File: src/design/aligned_stack_allocator_unit_defines.svh
// ----------------------------------------------------------------------------
// aligned stack allocator assertion macros
// shared property wrappers for the allocator checks, clocked on clk and
// disabled while arst_n is low
// ----------------------------------------------------------------------------
`ifndef ALIGNED_STACK_ALLOCATOR_UNIT_DEFINES_SVH
`define ALIGNED_STACK_ALLOCATOR_UNIT_DEFINES_SVH

// same-cycle implication
`define ASAU_ASSERT_NOW(label, ante, cons, msg) \
	label: assert property (@(posedge clk) disable iff (!arst_n) (ante) |-> (cons)) \
		else $error(msg);

// next-cycle implication
`define ASAU_ASSERT_NEXT(label, ante, cons, msg) \
	label: assert property (@(posedge clk) disable iff (!arst_n) (ante) |=> (cons)) \
		else $error(msg);

`endif

File: src/design/asau_pkg.sv
// ----------------------------------------------------------------------------
// asau_pkg
// types, constants and helpers shared by the stack allocator modules
// ----------------------------------------------------------------------------
package asau_pkg;

	localparam int ARENA_BYTES     = 65536;
	localparam int MAX_ENTRIES_DEF = 64;
	localparam int HEADER_BYTES    = 16;
	localparam int HEADER_ALIGN    = 8;

	localparam int CAP_W  = 17;
	localparam int SUM_W  = 18;
	localparam int PAD_W  = 7;
	localparam int HPAD_W = 4;

	localparam logic [HPAD_W-1:0] HPAD_MASK = HPAD_W'(HEADER_ALIGN - 1);

	// register indexes on the config port (paddr[2])
	localparam logic REG_CAPACITY = 1'b0;
	localparam logic REG_BASE     = 1'b1;

	typedef enum logic [1:0] {
		ACT_ALLOC = 2'd0,
		ACT_POP   = 2'd1,
		ACT_TOP   = 2'd2,
		ACT_CLEAR = 2'd3
	} action_t;

	typedef enum logic [1:0] {
		STS_OK    = 2'd0,
		STS_FULL  = 2'd1,
		STS_EMPTY = 2'd2
	} status_t;

	typedef enum logic [1:0] {
		ST_IDLE,
		ST_STEP1,
		ST_STEP2
	} ctrl_state_t;

	typedef struct packed {
		logic load;
		logic step1;
		logic commit;
	} asau_cmd_t;

	typedef struct packed {
		logic out_free;
	} asau_sts_t;

	typedef struct packed {
		logic [15:0]       size;
		logic [7:0]        pad;
		logic [HPAD_W-1:0] hpad;
	} hdr_t;

	// alignment minus one, from the highest set bit; zero acts as one
	function automatic logic [PAD_W-1:0] align_mask(input logic [7:0] a);
		logic [PAD_W-1:0] m;
		m = '0;
		for (int i = 1; i < 8; i++) begin
			if (a[i]) m = PAD_W'((8'd1 << i) - 8'd1);
		end
		return m;
	endfunction

	function automatic logic [CAP_W-1:0] eff_cap(input logic [CAP_W-1:0] c);
		return (c > CAP_W'(ARENA_BYTES)) ? CAP_W'(ARENA_BYTES) : c;
	endfunction

endpackage

File: src/design/aligned_stack_allocator_unit.sv
// ----------------------------------------------------------------------------
// aligned_stack_allocator_unit
// lifo arena allocator with aligned data and per-allocation headers
// ----------------------------------------------------------------------------
//  channel  dir  handshake            payload
//  s_*      in   s_tvalid / s_tready  tuser: action; tdata: block_size, alignment
//  m_*      out  m_tvalid / m_tready  tdata: address, status, bytes_used, flags
//  apb      in   psel & penable       capacity at 0x0, base at 0x4
//
//  each item passes through accept, then an alignment step with the header stack
//  read, then the commit step that writes the offset, the stack and the result
//  register. the commit waits while the previous result is still held, so a
//  new item can be accepted while an earlier result sits unread.
//  reset clears the used offset, the entry count and the result valid flag;
//  the header stack has no reset, only entries below the count are read.
// ----------------------------------------------------------------------------
`include "aligned_stack_allocator_unit_defines.svh"

module aligned_stack_allocator_unit #(
	parameter int MAX_ENTRIES = asau_pkg::MAX_ENTRIES_DEF
) (
	input  logic        clk,
	input  logic        arst_n,
	// config port
	input  logic        psel,
	input  logic        penable,
	input  logic        pwrite,
	input  logic [2:0]  paddr,
	input  logic [31:0] pwdata,
	output logic [31:0] prdata,
	output logic        pready,
	// input items
	input  logic        s_tvalid,
	output logic        s_tready,
	input  logic [23:0] s_tdata,  // block_size[15:0], alignment[23:16]
	input  logic [1:0]  s_tuser,  // action[1:0]
	// result items
	output logic        m_tvalid,
	input  logic        m_tready,
	output logic [55:0] m_tdata   // address[31:0], status[33:32], bytes_used[50:34],
	                              // is_empty[51], is_full[52], zero[55:53]
);
	import asau_pkg::*;

	logic [CAP_W-1:0] capacity_q;
	logic [31:0]      base_q;
	logic             cfg_wr;

	asau_cmd_t cmd;
	asau_sts_t sts;

	logic [31:0]      address;
	logic [1:0]       status;
	logic [CAP_W-1:0] bytes_used;
	logic             is_empty;
	logic             is_full;

	// config registers, to be written only while the unit is idle; the block does not enforce it
	assign pready = 1'b1;
	assign cfg_wr = psel && penable && pwrite && pready;

	always_ff @(posedge clk or negedge arst_n) begin
		if (!arst_n) begin
			capacity_q <= CAP_W'(ARENA_BYTES);
			base_q     <= '0;
		end else if (cfg_wr) begin
			case (paddr[2])
				REG_CAPACITY: capacity_q <= pwdata[CAP_W-1:0];
				REG_BASE:     base_q     <= pwdata;
				default: ;
			endcase
		end
	end

	always_comb begin
		case (paddr[2])
			REG_CAPACITY: prdata = 32'(capacity_q);
			REG_BASE:     prdata = base_q;
			default:      prdata = '0;
		endcase
	end

	// sequencer
	asau_ctrl u_ctrl (
		.clk      (clk),
		.arst_n   (arst_n),
		.s_tvalid (s_tvalid),
		.s_tready (s_tready),
		.sts      (sts),
		.cmd      (cmd)
	);

	// offset, header stack and result register
	asau_dp #(
		.MAX_ENTRIES (MAX_ENTRIES)
	) u_dp (
		.clk        (clk),
		.arst_n     (arst_n),
		.cmd        (cmd),
		.sts        (sts),
		.action     (s_tuser),
		.block_size (s_tdata[15:0]),
		.alignment  (s_tdata[23:16]),
		.capacity   (capacity_q),
		.base       (base_q),
		.m_tready   (m_tready),
		.m_tvalid   (m_tvalid),
		.address    (address),
		.status     (status),
		.bytes_used (bytes_used),
		.is_empty   (is_empty),
		.is_full    (is_full)
	);

	assign m_tdata = {3'b000, is_full, is_empty, bytes_used, status, address};

	// one item in flight: an accept drops ready for the next cycle
	`ASAU_ASSERT_NEXT(a_one_in_flight, s_tvalid && s_tready, !s_tready, "second item taken early")
	// commit never overwrites a result that has not been taken
	`ASAU_ASSERT_NOW(a_commit_free, cmd.commit, !m_tvalid || m_tready, "result overwritten")
	// a result appears only after a commit
	`ASAU_ASSERT_NOW(a_valid_src, $rose(m_tvalid), $past(cmd.commit), "result without commit")

endmodule

File: src/design/asau_ctrl.sv
// ----------------------------------------------------------------------------
// asau_ctrl
// sequencer: accept an item, run the two datapath steps, hand off the result
// ----------------------------------------------------------------------------
module asau_ctrl (
	input  logic                clk,
	input  logic                arst_n,
	input  logic                s_tvalid,
	output logic                s_tready,
	input  asau_pkg::asau_sts_t sts,
	output asau_pkg::asau_cmd_t cmd
);
	import asau_pkg::*;

	ctrl_state_t state_q, state_nxt;

	always_ff @(posedge clk or negedge arst_n) begin
		if (!arst_n) state_q <= ST_IDLE;
		else state_q <= state_nxt;
	end

	always_comb begin
		state_nxt = state_q;
		case (state_q)
			ST_IDLE: begin
				if (s_tvalid) state_nxt = ST_STEP1;
			end
			ST_STEP1: state_nxt = ST_STEP2;
			ST_STEP2: begin
				if (sts.out_free) state_nxt = ST_IDLE;
			end
			default: state_nxt = ST_IDLE;
		endcase
	end

	always_comb begin
		s_tready   = 1'b0;
		cmd        = '0;
		case (state_q)
			ST_IDLE: begin
				s_tready = 1'b1;
				cmd.load = s_tvalid;
			end
			ST_STEP1: cmd.step1 = 1'b1;
			ST_STEP2: cmd.commit = sts.out_free;
			default: ;
		endcase
	end

endmodule

File: src/design/asau_dp.sv
// ----------------------------------------------------------------------------
// asau_dp
// offset and count registers, header stack memory, alignment arithmetic
// and the result register
// ----------------------------------------------------------------------------
module asau_dp #(
	parameter int MAX_ENTRIES = asau_pkg::MAX_ENTRIES_DEF
) (
	input  logic                       clk,
	input  logic                       arst_n,
	input  asau_pkg::asau_cmd_t        cmd,
	output asau_pkg::asau_sts_t        sts,
	input  logic [1:0]                 action,
	input  logic [15:0]                block_size,
	input  logic [7:0]                 alignment,
	input  logic [asau_pkg::CAP_W-1:0] capacity,
	input  logic [31:0]                base,
	input  logic                       m_tready,
	output logic                       m_tvalid,
	output logic [31:0]                address,
	output logic [1:0]                 status,
	output logic [asau_pkg::CAP_W-1:0] bytes_used,
	output logic                       is_empty,
	output logic                       is_full
);
	import asau_pkg::*;

	localparam int IDX_W = (MAX_ENTRIES > 1) ? $clog2(MAX_ENTRIES) : 1;
	localparam int CNT_W = $clog2(MAX_ENTRIES + 1);
	localparam logic [CNT_W-1:0] MAX_CNT = CNT_W'(MAX_ENTRIES);

	hdr_t mem [MAX_ENTRIES];

	action_t          act_q;
	logic [15:0]      size_q;
	logic [PAD_W-1:0] mask_q;
	logic [CAP_W-1:0] used_q;
	logic [CNT_W-1:0] count_q;
	hdr_t             rd_q;

	logic [PAD_W-1:0] pad_s1;
	logic [SUM_W-1:0] sum_s1;
	logic [31:0]      addr_s1;
	logic             reject_s1;

	logic             m_tvalid_q;
	logic [31:0]      out_addr_q;
	status_t          out_status_q;
	logic [CAP_W-1:0] out_used_q;
	logic             out_empty_q;
	logic             out_full_q;

	logic [CAP_W-1:0] cap_eff;
	logic [CNT_W-1:0] cnt_m1;
	logic [PAD_W-1:0] pad_low;
	logic [HPAD_W-1:0] hpad;
	logic [SUM_W-1:0] total;
	logic [SUM_W-1:0] span;
	logic             alloc_ok;
	logic [CAP_W-1:0] used_nxt;
	logic [CNT_W-1:0] count_nxt;
	logic [31:0]      addr_nxt;
	status_t          status_nxt;

	assign cap_eff = eff_cap(capacity);
	assign cnt_m1  = count_q - 1'b1;
	assign pad_low = base[PAD_W-1:0] + used_q[PAD_W-1:0];

	always_ff @(posedge clk) begin
		if (cmd.load) begin
			act_q  <= action_t'(action);
			size_q <= block_size;
			mask_q <= align_mask(alignment);
		end
		if (cmd.step1) begin
			pad_s1    <= (PAD_W'(0) - pad_low) & mask_q;
			sum_s1    <= SUM_W'(used_q) + SUM_W'((PAD_W'(0) - pad_low) & mask_q)
				+ SUM_W'(size_q);
			addr_s1   <= base + 32'(used_q) + 32'((PAD_W'(0) - pad_low) & mask_q);
			reject_s1 <= (used_q == cap_eff) || (count_q >= MAX_CNT);
		end
	end

	// header stack: top entry read every cycle, pushed on a good allocate
	always_ff @(posedge clk) begin
		rd_q <= mem[cnt_m1[IDX_W-1:0]];
		if (cmd.commit && act_q == ACT_ALLOC && alloc_ok)
			mem[count_q[IDX_W-1:0]] <= '{size: size_q, pad: 8'(pad_s1), hpad: hpad};
	end

	always_comb begin
		hpad     = (HPAD_W'(0) - (base[HPAD_W-1:0] + sum_s1[HPAD_W-1:0])) & HPAD_MASK;
		total    = sum_s1 + SUM_W'(HEADER_BYTES) + SUM_W'(hpad);
		alloc_ok = !reject_s1 && (total <= SUM_W'(cap_eff));
		span     = SUM_W'(rd_q.size) + SUM_W'(rd_q.pad) + SUM_W'(rd_q.hpad)
			+ SUM_W'(HEADER_BYTES);

		used_nxt   = used_q;
		count_nxt  = count_q;
		addr_nxt   = '0;
		status_nxt = STS_OK;
		case (act_q)
			ACT_ALLOC: begin
				if (alloc_ok) begin
					used_nxt  = total[CAP_W-1:0];
					count_nxt = count_q + 1'b1;
					addr_nxt  = addr_s1;
				end else begin
					status_nxt = STS_FULL;
				end
			end
			ACT_POP: begin
				if (count_q == '0 || used_q == '0) begin
					status_nxt = STS_EMPTY;
				end else begin
					used_nxt  = (span > SUM_W'(used_q)) ? '0 : used_q - span[CAP_W-1:0];
					count_nxt = cnt_m1;
				end
			end
			ACT_TOP: begin
				if (count_q == '0) status_nxt = STS_EMPTY;
				else addr_nxt = base + 32'(used_q) - 32'(HEADER_BYTES) - 32'(rd_q.hpad)
					- 32'(rd_q.size);
			end
			ACT_CLEAR: begin
				used_nxt  = '0;
				count_nxt = '0;
			end
			default: ;
		endcase
	end

	always_ff @(posedge clk or negedge arst_n) begin
		if (!arst_n) begin
			used_q     <= '0;
			count_q    <= '0;
			m_tvalid_q <= 1'b0;
		end else begin
			if (cmd.commit) begin
				used_q     <= used_nxt;
				count_q    <= count_nxt;
				m_tvalid_q <= 1'b1;
			end else if (m_tready) begin
				m_tvalid_q <= 1'b0;
			end
		end
	end

	always_ff @(posedge clk) begin
		if (cmd.commit) begin
			out_addr_q   <= addr_nxt;
			out_status_q <= status_nxt;
			out_used_q   <= used_nxt;
			out_empty_q  <= (used_nxt == '0);
			out_full_q   <= (used_nxt == cap_eff);
		end
	end

	assign sts.out_free = !m_tvalid_q || m_tready;
	assign m_tvalid     = m_tvalid_q;
	assign address      = out_addr_q;
	assign status       = out_status_q;
	assign bytes_used   = out_used_q;
	assign is_empty     = out_empty_q;
	assign is_full      = out_full_q;

endmodule

File: config.mk
export PLATFORM = sky130hd
export DESIGN_NAME = aligned_stack_allocator_unit
export DESIGN_NICKNAME = d
export VERILOG_FILES = /design/src/design/asau_pkg.sv /design/src/design/aligned_stack_allocator_unit.sv /design/src/design/asau_ctrl.sv /design/src/design/asau_dp.sv
export VERILOG_INCLUDE_DIRS = /design/src /design/src/design
export SDC_FILE = /design/constraint.sdc
export NUM_CORES = 2
export LEC_CHECK = 0
export BUFFER_PORTS_ARGS = -buffer_cell sky130_fd_sc_hd__buf_4
export CORE_AREA = 5 5 388 390
export CTS_CLUSTER_SIZE = 30
export DETAILED_ROUTE_END_ITERATION = 8
export DIE_AREA = 0 0 393 395
export PLACE_DENSITY = 0.71
export SLEW_MARGIN = 20
export SYNTH_ARGS = -nofsm -noshare
export SYNTH_HDL_FRONTEND = slang
export SYNTH_SLANG_ARGS = --single-unit
export TNS_END_PERCENT = 1
File: constraint.sdc
create_clock -name clk -period 8.94 [get_ports clk]
set_input_delay 0.447 -clock clk [delete_from_list [all_inputs] [get_ports clk]]
set_output_delay 0.447 -clock clk [all_outputs]
set_load 0.1 [all_outputs]
* After elaboration in Yosys (flattened, before gate mapping)
Memory sizes are Yosys's and may differ from the RTL's. A register that Yosys moved wholly into a read port is not among the register bits.
Index checks and enable logic that the tools add are counted.
W data, S select, Z words.
** Operators by class
- Bitwise logic cells :: 4
- $lt $le $gt $ge :: 4
- Add/sub/neg operators :: 21
- $mul :: 0
- Reductions and logical operators :: 26
- Multiplexer cells :: 28
- Equality and inequality tests :: 11
- Shift-type cells :: 0
- Div/mod/pow operators :: 0
** Operators by type and width (count)
- $pmux W32 S2 :: 2
- $mux W17 :: 4
- $mux W32 :: 2
- $pmux W17 S3 :: 1
- $add A18 B5 Y18 const B :: 2
- $eq A17 B17 Y1 :: 2
- $logic_not A17 Y1 :: 2
- $add A32 B17 Y32 :: 1
- $add A32 B32 Y32 :: 1
- $and A32 B7 Y32 :: 1
- $sub A32 B16 Y32 :: 1
- $sub A32 B4 Y32 :: 1
- $sub A32 B5 Y32 const B :: 1
- $pmux W7 S3 :: 1
- $add A17 B18 Y18 :: 1
- $add A18 B16 Y18 :: 1
- $add A18 B3 Y18 :: 1
- $add A18 B4 Y18 :: 1
- $and A18 B7 Y18 :: 1
- $gt A18 B17 Y1 :: 1
- $le A18 B17 Y1 :: 1
- $add A16 B8 Y17 :: 1
- $gt A17 B17 Y1 const B :: 1
- $sub A17 B17 Y17 :: 1
- other kinds (32) :: 62
** Word-level totals
- Bits in latches :: 0
- ROM bits :: 0
- Bits in registers :: 224
- Input port bits :: 68
- Output and inout port bits :: 91
- Memories :: 1
- Memory bits (writable) :: 1664
** Memory list
- u_dp.mem :: depth 64, bits a word 26, rd ports 1, clocked after memory_dff 1, wr ports 1, line asau_dp.sv:32 : hdr_t mem [MAX_ENTRIES];

* Logic depth before layout (Yosys ltp)
- Depth in word-level cells :: 8
- Mapped depth :: 26

* Hierarchy
Synthesis repeated with hierarchy kept, for this count alone.
** Second synthesis, totals
- Cell total of the unflattened synthesis :: 4164
- Area total of the unflattened synthesis :: 80358.3 µm²
** By module, submodules not included
- asau_dp :: area each 78002.3 µm², cells an instance 4007, seq. area each 55197.9 µm², times used 1
- aligned_stack_allocator_unit :: area each 2260.9 µm², cells an instance 148, seq. area each 1227.4 µm², times used 1
- asau_ctrl :: area each 95.1 µm², cells an instance 9, seq. area each 50.0 µm², times used 1

* Worst setup path before layout
No wires, ideal clock.
- Path type :: register to register
- From :: reg base_q[1]
- To :: mem u_dp.mem[10][0] (netlist name), enable pin
- Arrival :: 7.495 ns
- Clock period less this slack :: 7.904 ns
- Setup slack :: 1.036 ns
- Cell stages (with the launch flop) :: 21
- Buffers on the path :: 0
- Library setup time :: 0.409 ns
- Path through :: dfrtp_1 > ha_1 > inv_1 > ha_1 > xnor2_1 > xnor2_1 > ha_1 > a211oi_1 > o21a_1 > or3_1 > nor2_1 > xor2_1 > ha_1 > a21o_1 > a21oi_1 > o211ai_1 > a21oi_1 > nand4_1 > nor4_1 > nand3b_1 > nor2_1
** Between the ends
- Cells in the longest elaborated chain, start to end :: 8
** RTL lines
- from (decl) :: line aligned_stack_allocator_unit.sv:46 : logic [31:0] base_q;
- from (signal assigned) :: line aligned_stack_allocator_unit.sv:69 : REG_BASE: base_q <= pwdata;
- $add A3 B3 Y3 :: line asau_dp.sv:92 : hpad = (HPAD_W'(0) - (base[HPAD_W-1:0] + sum_s1[HPAD_W-1:0])) & HPAD_MASK;
- $sub A1 B3 Y3 :: line asau_dp.sv:92
- via u_dp.hpad[2] :: line asau_dp.sv:56 : logic [HPAD_W-1:0] hpad;
- $add A18 B3 Y18 :: line asau_dp.sv:93 : total = sum_s1 + SUM_W'(HEADER_BYTES) + SUM_W'(hpad);
- $le A18 B17 Y1 :: line asau_dp.sv:94 : alloc_ok = !reject_s1 && (total <= SUM_W'(cap_eff));
- $logic_and A1 B1 Y1 :: line asau_dp.sv:94
- $logic_and A1 B1 Y1 :: line asau_dp.sv:87 : if (cmd.commit && act_q == ACT_ALLOC && alloc_ok)
- $mux W1 :: line asau_dp.sv:87
- $mux W1 (implied by the code) :: line asau_dp.sv:88 : mem[count_q[IDX_W-1:0]] <= '{size: size_q, pad: 8'(pad_s1), hpad: hpad};
- to (decl) :: line asau_dp.sv:32
The timed path passes the listed nets, and every way through them passes these cells.

* Worst setup path in the final report
- From :: reg, netlist name u_dp.rd_q[12]
- To :: reg u_dp.out_full_q, in the netlist u_dp.is_full, data pin
** Between the ends
- Cells in the longest elaborated chain, start to end :: 8
- Elaborated cells on any way between the ends :: 9
- Those cells by class :: add/sub: 4; order compare: 1; eq/ne: 1; mux: 3
** RTL lines
- $add A16 B8 Y17 * :: line asau_dp.sv:95 : span = SUM_W'(rd_q.size) + SUM_W'(rd_q.pad) + SUM_W'(rd_q.hpad)
- $add A18 B4 Y18 * :: line asau_dp.sv:95
- $add A18 B5 Y18 * :: line asau_dp.sv:96 : + SUM_W'(HEADER_BYTES);
- $sub A17 B17 Y17 / $gt A18 B17 Y1 (equally long branches) :: line asau_dp.sv:116 : used_nxt = (span > SUM_W'(used_q)) ? '0 : used_q - span[CAP_W-1:0];
- $mux W17 * :: line asau_dp.sv:116
- $mux W17 * :: line asau_dp.sv:113 : if (count_q == '0 || used_q == '0) begin
- $pmux W17 S3 * :: line asau_dp.sv:102 : case (act_q)
- $eq A17 B17 Y1 * :: line asau_dp.sv:155 : out_full_q <= (used_nxt == cap_eff);
- to (signal assigned) :: line asau_dp.sv:155
- to (decl) :: line asau_dp.sv:51 : logic out_full_q;
Every way passes the cells marked *; elsewhere a longest branch is shown, timed or not.
A chain may end at the register's enable or synchronous reset.

==> impl_metrics.prom <==
# TYPE chip_impl_metric gauge
chip_impl_info{name="synth-main-ff-cell",value="edfxtp_1"} 1
chip_impl_metric{name="wirelength",unit="um"} 196600
chip_impl_metric{name="cts_sinks",unit=""} 1902
chip_impl_metric{name="power_switching",unit="mW"} 12.79
chip_impl_metric{name="synth_top_cell_area_share",unit="%"} 67.69
chip_impl_metric{name="drc_errors",unit=""} 0
chip_impl_metric{name="synth_area",unit="mm2"} 0.07985
chip_impl_info{name="rsz0062_at_grt",value="false"} 1
chip_impl_metric{name="grt_max_degree",unit=""} 156
chip_impl_info{name="outcome",value="finished clean"} 1
chip_impl_metric{name="grt_antenna_before_repair",unit=""} 9
chip_impl_info{name="cts-root-buf",value="clkbuf_16"} 1
chip_impl_metric{name="drt_first_pass_iters",unit=""} 8
chip_impl_metric{name="clock_buffers_created_by_tritoncts",unit=""} 186
chip_impl_metric{name="drt_iter0_drc",unit=""} 4611
chip_impl_metric{name="critical_path.n_buffers_inverters",unit=""} 0
chip_impl_metric{name="die_y",unit="um"} 395
chip_impl_info{name="synth_largest_area_cell",value="edfxtp_1"} 1
chip_impl_metric{name="power_density_normalized_to_cell_area",unit="mW/mm2"} 372.0
chip_impl_info{name="synth_top_cells_by_area",value="edfxtp_1 68%, mux4_2 15%, dfrtp_1 2.4%"} 1
chip_impl_metric{name="drv.max_cap_violation_count",unit=""} 0
chip_impl_metric{name="grt.overflow.total",unit=""} 0
chip_impl_metric{name="finClkSkew",unit="ps"} 30.69
chip_impl_metric{name="internal_power",unit="mW"} 21.06
chip_impl_metric{name="fraction_of_final_layout_cells_sized_beyond_drive_strength_1",unit="%"} 26.90
chip_impl_metric{name="critical-path-max-stage-delay",unit="ps"} 700
chip_impl_info{name="critical_path.endpoint",value="u_dp.is_full$_DFFE_PP_"} 1
chip_impl_metric{name="syn-mean-instance-area",unit="um2"} 19.41
chip_impl_metric{name="timing_hold_violations_final",unit=""} 0
chip_impl_metric{name="period_needed",unit="ps"} 7474
chip_impl_metric{name="setup_repair_bufs_after_cts",unit=""} 0
chip_impl_info{name="timing.rr.end",value="u_dp.is_full$_DFFE_PP_"} 1
chip_impl_metric{name="synth.yosys.seq_area_share",unit="%"} 70.73
chip_impl_metric{name="timing.max_slew.rel_slack",unit="%"} 28.52
chip_impl_metric{name="rows",unit=""} 141
chip_impl_metric{name="worst_r2r_path_depth",unit=""} 25
chip_impl_metric{name="clk-insertion-delay-late",unit="ps"} 810
chip_impl_metric{name="clock_path_buffers",unit=""} 3
chip_impl_metric{name="grt_use_total",unit="%"} 25.55
chip_impl_metric{name="timing.fmax",unit="GHz"} 0.1338
chip_impl_info{name="r2r-start",value="u_dp.rd_q[12]$_DFF_P_"} 1
chip_impl_metric{name="worst-slew-pin-transition",unit="ps"} 1072
chip_impl_metric{name="sw_frac_of_total",unit="%"} 37.79
chip_impl_metric{name="area_delta_synth_final",unit="%"} 13.96
chip_impl_metric{name="initial_utilization",unit="%"} 54.40
chip_impl_metric{name="cts_resized",unit=""} 0
chip_impl_metric{name="num-fill-cells",unit=""} 10120
chip_impl_metric{name="buffer_ports.inserted",unit=""} 151
chip_impl_metric{name="numPlacedInstances",unit=""} 6148
chip_impl_info{name="critical_path.top_delay_family",value="compound AO/OA/AOI/OAI gates"} 1
chip_impl_metric{name="number_of_global_route_vias_before_repair",unit=""} 41470
chip_impl_info{name="tritoncts_clock_tree",value="yes"} 1
chip_impl_metric{name="totalNegativeSetupSlack",unit="ps"} 0
chip_impl_metric{name="post_layout_nonfiller_instances",unit=""} 6556
chip_impl_info{name="min_path_type",value="input pin to asynchronous set/reset pin"} 1
chip_impl_metric{name="combinational_cell_fraction_of_total_power",unit="%"} 44.6
chip_impl_metric{name="peakVddDrop",unit="uV"} 427.1
chip_impl_info{name="worstSetupPathType",value="flip-flop to flip-flop"} 1
chip_impl_metric{name="hold_buf_count_cts",unit=""} 62
chip_impl_metric{name="timing.reg2reg.setup_slack",unit="ps"} 1470
chip_impl_metric{name="place.gp.congestion",unit=""} 0.9044
chip_impl_metric{name="num-nets-final",unit=""} 4699
chip_impl_metric{name="layout_worst_path_cycle_share",unit="%"} 83.60
chip_impl_metric{name="synth-seq-cells",unit=""} 1902
chip_impl_metric{name="timing.final.max_slew_violations",unit=""} 0
chip_impl_metric{name="coreArea",unit="mm2"} 0.1468
chip_impl_info{name="layout_commonest_cell",value="edfxtp_1"} 1
chip_impl_metric{name="required",unit="ps"} 9510
chip_impl_metric{name="power.leakage",unit="nW"} 29.62
chip_impl_metric{name="routedWlPerCell",unit="um"} 29.99
chip_impl_metric{name="setup_viol_count_final",unit=""} 0
chip_impl_metric{name="seq_power_share",unit="%"} 33.2
chip_impl_metric{name="hold_slack",unit="ps"} 147.7
chip_impl_metric{name="h_tree_depth_reported_by_cts",unit=""} 4
chip_impl_info{name="setup.worst_path.start_class",value="flip-flop"} 1
chip_impl_metric{name="num_io_pins",unit=""} 159
chip_impl_info{name="cp_capture_type",value="flip-flop"} 1
chip_impl_metric{name="routed_via_density",unit=""} 6.309
chip_impl_metric{name="grt_pass1_wl",unit="um"} 287000
chip_impl_info{name="cp-startpoint",value="u_dp.rd_q[12]$_DFF_P_"} 1
chip_impl_metric{name="clk_pin_slew",unit="ps"} 60
chip_impl_metric{name="synth.lib_cells_used.distinct",unit=""} 93
chip_impl_metric{name="antenna_left",unit=""} 0
chip_impl_info{name="slowest_stage",value="a2111oi_0"} 1
chip_impl_metric{name="synthesis.instances",unit=""} 4114
chip_impl_metric{name="cp.depth",unit=""} 25
chip_impl_metric{name="critical_path_arrival",unit="ps"} 8040
chip_impl_metric{name="share_clk_of_total_power",unit="%"} 22.3
chip_impl_metric{name="asyncSetResetFlopFracSynth",unit="%"} 3.996
chip_impl_metric{name="num_vias",unit=""} 41370
chip_impl_metric{name="die_area",unit="mm2"} 0.1552
chip_impl_info{name="most-common-layout-cells",value="1800 x edfxtp_1, 546 x mux4_2, 256 x buf_4"} 1
chip_impl_metric{name="dp.final_hpwl",unit="um"} 120100
chip_impl_metric{name="yosys_warnings",unit=""} 0
chip_impl_metric{name="die_x",unit="um"} 393
chip_impl_metric{name="critical_path.max_fanout",unit=""} 6
chip_impl_metric{name="synth_edf_count",unit=""} 1800
## cell families (layout without fill, tap and decap cells)
group	Yosys count	in the layout	synth area share, %
buf+inv	295	799	1.435
other cells	2	10	0.009406
simple gates	602	602	3.814
compound gates	348	348	2.880
flops	1902	1902	70.73
fa+ha+maj	161	161	2.683
xor+xnor	185	185	2.029
mux	619	619	16.42
## synthesized netlist by cell type (19+ instances only)
library cell  instances
and2_1               29
o21ai_0             101
nand3_1              69
mux4_2              546
mux2_2               66
dfxtp_1              26
a21oi_1              64
edfxtp_1           1800
nor4_1               19
xor2_1               78
nor2_1              159
inv_1               122
or3_1                22
nand4_1              29
xnor2_1             107
nor2b_1              25
nand2_1             122
a21o_1               24
dfrtp_1              75
buf_1                45
ha_1                144
nor3_1               40
and3_1               19
clkbuf_1            114
## sequential cells by signal, indices dropped and copies added (netlist names), 2 cells and up
signal,flops
u_dp.status,2
u_ctrl.state_q,2
u_dp.address,32
u_dp.rd_q,26
u_dp.mask_q,7
u_dp.addr_s1,32
capacity_q,17
u_dp.mem,1664
u_dp.pad_s1,7
u_dp.used_q,17
u_dp.sum_s1,18
u_dp.count_q,7
u_dp.size_q,16
base_q,32
u_dp.bytes_used,17
u_dp.act_q,2
## per-stage QoR
step / power (mW) / utilization (%) / instance area [um2] / setup WS [ps]
after floorplan: 21.40 / - / 79850 / 1036
after global placement: 26.21 / 57.50 / 84400 / 1694
after detailed placement: 26.35 / 57.52 / 84430 / 1686
after CTS: 33.92 / 61.94 / 90920 / 1588
after global routing: 35.40 / 61.98 / 90980 / 873.1
final: 33.85 / 61.99 / 90990 / 1466
## worst min-delay path by stage
| stage | to | cells past startpoint | startpoint | slack [ps] |
|---|---|---|---|---|
| 2_1_floorplan | base_q[0]$_DFFE_PN0P_ | 0 | arst_n | 150 |
| 5_1_grt | u_ctrl.state_q[1]$_DFFE_PN0P_ | 2 | arst_n | 140 |
| 3_3_place_gp | base_q[29]$_DFFE_PN0P_ | 1 | arst_n | 430 |
| 6_report | u_ctrl.state_q[1]$_DFFE_PN0P_ | 2 | arst_n | 150 |
| 4_1_cts | base_q[29]$_DFFE_PN0P_ | 2 | arst_n | 80 |
| 3_5_place_dp | base_q[29]$_DFFE_PN0P_ | 1 | arst_n | 430 |
## metal layers
metal	global-route usage [%]	share of wire, %
met1	35.86	40
met2	41.40	49
met3	4.263	7.6
met4	8.688	3.7
met5	0	0.028
## layout make-up
cell class / instances / area, um2 / area share [%]
Antenna cell: 6 / 15.01 / 0.01650
Clock buffer: 244 / 5019 / 5.515
Clock inverter: 94 / 853.3 / 0.9378
Inverter: 124 / 466.7 / 0.5129
Multi-Input combinational cell: 1919 / 22800 / 25.06
Sequential cell: 1902 / 56480 / 62.07
Tap cell: 1930 / 2415 / 2.654
Timing Repair Buffer: 337 / 2945 / 3.237
## power by group through the flow
stage | clock (mW) | combinational (mW) | sequential (mW)
after detailed placement | 0 | 14.9 | 11.4
final | 7.53 | 15.1 | 11.2
after global placement | 0 | 14.8 | 11.4
after CTS | 7.66 | 15.0 | 11.2
after global routing | 8.07 | 16.1 | 11.3
after floorplan | 0 | 9.56 | 11.8
Power figures use the tool's default switching activity.
